## config.mk

```make
export PLATFORM = sky130hd
export DESIGN_NAME = wetd_ctrl
export DESIGN_NICKNAME = d
export VERILOG_FILES = /design/src/rtl/wetd_pkg.sv /design/src/rtl/wetd_ctrl.sv
export SDC_FILE = /design/constraint.sdc
export NUM_CORES = 1
export LEC_CHECK = 0
export BUFFER_PORTS_ARGS = -buffer_cell sky130_fd_sc_hd__buf_2
export CAP_MARGIN = 10
export CORE_AREA = 2 2 39 41
export CTS_CLUSTER_DIAMETER = 150
export DETAILED_ROUTE_END_ITERATION = 8
export DIE_AREA = 0 0 41 43
export PLACE_DENSITY = 0.44
export SLEW_MARGIN = 20
export SYNTH_ARGS = -nofsm -noshare
export SYNTH_HDL_FRONTEND = slang
export SYNTH_SLANG_ARGS = --single-unit
```

## constraint.sdc

```tcl
create_clock -name clk -period 2.7 [get_ports clk]
set_input_delay 0.135 -clock clk [delete_from_list [all_inputs] [get_ports clk]]
set_output_delay 0.135 -clock clk [all_outputs]
set_load 0.01 [all_outputs]
```

## src/rtl/wetd_pkg.sv

```systemverilog
// ----------------------------------------------------------------------------
// wetd_pkg
// Shared types and constants for the weighted edge table with node degrees.
// ----------------------------------------------------------------------------
package wetd_pkg;

    localparam int NODE_W       = 6;
    localparam int IN_WEIGHT_W  = 16;
    localparam int OUT_WEIGHT_W = 16;
    localparam int COUNT_W      = 7;
    localparam int SUM_W        = 23;

    typedef enum logic [1:0] {
        OP_ADD    = 2'd0,
        OP_REMOVE = 2'd1,
        OP_QEDGE  = 2'd2,
        OP_QDEG   = 2'd3
    } op_t;

    typedef enum logic [2:0] {
        ST_CLEAR,
        ST_IDLE,
        ST_RD_A,
        ST_RD_B,
        ST_WR_A,
        ST_WR_B,
        ST_DONE
    } state_t;

    // Commands from the controller to the datapath.
    typedef struct packed {
        logic clear;
        logic load_item;
        logic rd_a;
        logic rd_b;
        logic wr_a;
        logic wr_b;
        logic load_result;
    } cmd_t;

    // Status from the datapath to the controller.
    typedef struct packed {
        logic clr_last;
        logic is_query;
        logic out_free;
    } sts_t;

endpackage

```

## src/rtl/wetd_ctrl.sv

```systemverilog
// ----------------------------------------------------------------------------
// wetd_ctrl
// Controller: sequences the clearing sweep, memory reads, degree and edge
// writes, and the hand-off of each result to the output register.
// ----------------------------------------------------------------------------
module wetd_ctrl
    import wetd_pkg::*;
(
    input  logic clk,
    input  logic rst_n,
    input  logic in_valid,
    output logic in_stall,
    input  sts_t sts,
    output cmd_t cmd
);

    state_t state_reg;
    state_t state_next;

    always_ff @(posedge clk or negedge rst_n)
    begin
        if (!rst_n)
        begin
            state_reg <= ST_CLEAR;
        end
        else
        begin
            state_reg <= state_next;
        end
    end

    always_comb
    begin
        state_next = state_reg;
        unique case (state_reg)
            ST_CLEAR:
            begin
                if (sts.clr_last)
                begin
                    state_next = ST_IDLE;
                end
            end
            ST_IDLE:
            begin
                if (in_valid)
                begin
                    state_next = ST_RD_A;
                end
            end
            ST_RD_A:
            begin
                state_next = ST_RD_B;
            end
            ST_RD_B:
            begin
                state_next = sts.is_query ? ST_DONE : ST_WR_A;
            end
            ST_WR_A:
            begin
                state_next = ST_WR_B;
            end
            ST_WR_B:
            begin
                state_next = ST_DONE;
            end
            ST_DONE:
            begin
                if (sts.out_free)
                begin
                    state_next = ST_IDLE;
                end
            end
            default:
            begin
                state_next = ST_CLEAR;
            end
        endcase
    end

    always_comb
    begin
        cmd      = '0;
        in_stall = 1'b1;
        unique case (state_reg)
            ST_CLEAR:
            begin
                cmd.clear = 1'b1;
            end
            ST_IDLE:
            begin
                in_stall      = 1'b0;
                cmd.load_item = in_valid;
            end
            ST_RD_A:
            begin
                cmd.rd_a = 1'b1;
            end
            ST_RD_B:
            begin
                cmd.rd_b = 1'b1;
            end
            ST_WR_A:
            begin
                cmd.wr_a = 1'b1;
            end
            ST_WR_B:
            begin
                cmd.wr_b = 1'b1;
            end
            ST_DONE:
            begin
                cmd.load_result = sts.out_free;
            end
            default:
            begin
                cmd = '0;
            end
        endcase
    end

`ifndef NO_ASSERTIONS
    a_sweep_holds: assert property (@(posedge clk) disable iff (!rst_n)
        (state_reg == ST_CLEAR && !sts.clr_last) |=> (state_reg == ST_CLEAR))
        else $error("clearing sweep ended early");

    a_query_no_write: assert property (@(posedge clk) disable iff (!rst_n)
        (state_reg == ST_RD_B && sts.is_query) |=> (state_reg == ST_DONE))
        else $error("query entered a write phase");

    a_done_releases: assert property (@(posedge clk) disable iff (!rst_n)
        (state_reg == ST_DONE && sts.out_free) |=> (state_reg == ST_IDLE && !in_stall))
        else $error("controller did not return to idle after handing off result");

    a_update_order: assert property (@(posedge clk) disable iff (!rst_n)
        (state_reg == ST_WR_A) |-> ($past(state_reg) == ST_RD_B && !$past(sts.is_query)))
        else $error("degree write without preceding read");
`endif

endmodule
```

==> results.ini <==
[power]
vdd.ir_drop.worst_uv = 330
combPwrFrac = 0.462
sw_frac_of_total = 0.434
p_leak_uw = 0.000161
power_switching_uw = 163
internal_power_uw = 212
p_seq_frac = 0.333
power_frac_clock = 0.205
power.density_nw_per_um2 = 1170

[global_route]
grt.overflow.total = 0
antenna_found_initial = 0
grt_use_total = 0.0765
grt_pass1_wl_microns = 897
grt_pass1_vias = 212
grt_max_degree = 13

[setup_path]
r2r_start = state_reg[1]$_DFFE_PN0P_
worstSetupStartpoint = state_reg[1]$_DFFE_PN0P_
cp_data_arrival_time_ps = 1170
start_kind = flop
rrSetupSlack_ps = 1620
required_ps = 2570
crit_chain = nand3b_1 -> nor2_1 -> buf_2
critPathMaxFanout = 12
cp.depth = 3
critPathSlowestCell = dfrtp_1
critPathBufInv = 1
crit_type = flop to output port
max_stage_delay_ps = 480
cp-end-kind = output port
r2r-end = state_reg[0]$_DFFE_PN0P_
cp-endpoint = cmd[5]
cp_top_family = flip-flops
worstRegToRegCells = 2

[routing]
drt-total-wl_microns = 552
ant_nets = 0
post_drt_wl_per_cell_microns = 9.68
drtIter0Drc = 4
drc = 0
via_per_inst = 4.07
drt-pass1-iter-count = 3
via_count = 232

[layout]
layout_common_cells = 13 x buf_2, 3 x nor3b_1, 3 x clkbuf_4, 3 x dfrtp_1
area_delta_synth_final_pct = 53.6
largest_reg_flops = 3
final_nets = 48
antenna_cells = 0
final_common_cell = buf_2
finish.utilization = 0.231
nFillCells = 157
final_layout_size_suffix_gt1_frac = 0.439

[timing]
drv_slew = 0
tightest_slew_ps = 327
relSlewSlack = 0.782
final-hold-violation-count = 0
setup_violations = 0
whs_ps = 197
final.period_utilization = 0.482
fin_crit_ps = 1300
fmax_mhz = 768
setup_tns_ps = 0
rsz0062_at_grt = false
skew_ps = 0.244
setup_ws_ps = 1400

[run]
max_cap_viol_count = 0

[clocking]
numCtsBuffers = 3
cts_tree = built
htree_levels = 1
cts_max_path_buffers = 2
clock_sinks = 3
clock_latency_ps = 230
root_buffer = clkbuf_4
cts.clk_slew.worst_paths_ps = 30
postCtsSetupBuffers = 0

[floorplan]
die_y_microns = 43
start_util = 0.150
rows = 14
design.core.area_sq_um = 1380
die_area_sq_um = 1760
ios = 14
die-width_microns = 41

[synthesis]
synth_nets = 31
syn_area_sq_um = 208
synth_top_area_cell = dfrtp_1
avgSynthCellArea_sq_um = 8.31
syn-instance-count = 25
ys_warn_count = 0
synthTopCellsByArea = dfrtp_1 36%, nor3b_1 11%, and3_4 5.4%, buf_2 4.8%, nor3_1 4.8%
yosysUniqueCellTypes = 17
yosysSeqAreaShare = 0.361
netlist.area_leader.share = 0.361
ys_ff_latch = 3

[placed_design]
gp_congestion = 0.678
port-buffer-count = 13
place_ws_ps = 1610
dpl.hpwl_microns = 403

[hold_path]
hold_path_startpoint = sts[2]
hold_class = primary input to flop

[status]
outcome = complete, no violations

==> through the flow <==
| stage | instances | cell area, sq um | total power (uW) |
|---|---|---|---|
| 4_1_cts | 57 | 319 | 381 |
| 5_1_grt | 57 | 319 | 417 |
| 2_1_floorplan | 25 | 208 | 239 |
| 3_5_place_dp | 52 | 283 | 298 |
| 6_report | 57 | 319 | 375 |
| 3_3_place_gp | 52 | 283 | 297 |
==> tightest hold or removal path: stages <==
cell and delay, ps:
buf_2 80, o41ai_1 50, a21oi_1 120
==> area by class of cell <==
cell class	count	area, sq um	area share
inverters	2	7.51	0.0235
repair buffers	14	75.1	0.235
flip-flops and latches	3	75.1	0.235
multi-input cells	18	115	0.361
well taps	16	20.0	0.0627
clock buffers	4	26.3	0.0824
==> logic make-up (layout without fill, tap and decap cells) <==
| logic type | after synthesis | count (layout) | synth area share |
|---|---|---|---|
| simple gates | 10 | 10 | 0.301 |
| compound gates | 8 | 8 | 0.253 |
| flops | 3 | 3 | 0.361 |
| buf+inv | 4 | 20 | 0.0843 |
==> synthesized netlist by cell type <==
cell type  count
o22ai_1        1
nand3b_1       1
a21o_1         1
buf_2          2
dfrtp_1        3
inv_2          1
nor3_1         2
o21bai_1       1
o21ai_0        2
a21oi_1        1
and3_4         1
nor2_1         1
nor3b_1        3
a21boi_0       1
nand2_1        2
inv_1          1
o41ai_1        1
==> power groups by stage <==
stage	clock, uW	sequential (uW)	combinational, uW
after global placement	0	122	175
after detailed placement	0	123	175
final	76.9	125	173
after floorplan	0	86.6	153
after global routing	81.8	136	199
after CTS	82.0	122	177
==> metal layers <==
layer,vias up,share of wire,global-route usage
li1,121,-,-
met1,100,0.54,0.123
met2,11,0.37,0.0813
met3,0,0.083,0
met4,0,0,0.0800
met5,-,0,0
==> worst min path at each step <==
stage,end,slack [ps],cells after the start
3_3_place_gp,state_reg[2]$_DFFE_PN0P_,-70,1
5_1_grt,state_reg[0]$_DFFE_PN0P_,240,3
2_1_floorplan,state_reg[0]$_DFFE_PN0P_,-160,0
3_5_place_dp,state_reg[1]$_DFFE_PN0P_,-70,1
4_1_cts,state_reg[2]$_DFFE_PN0P_,210,2
6_report,state_reg[0]$_DFFE_PN0P_,200,3
==> timing repair <==
item,CTS,global route
resized for setup,0,0
hold endpoints to repair,3,0
hold buffers,1,0
No activity file was read; power rests on OpenSTA's default activity.
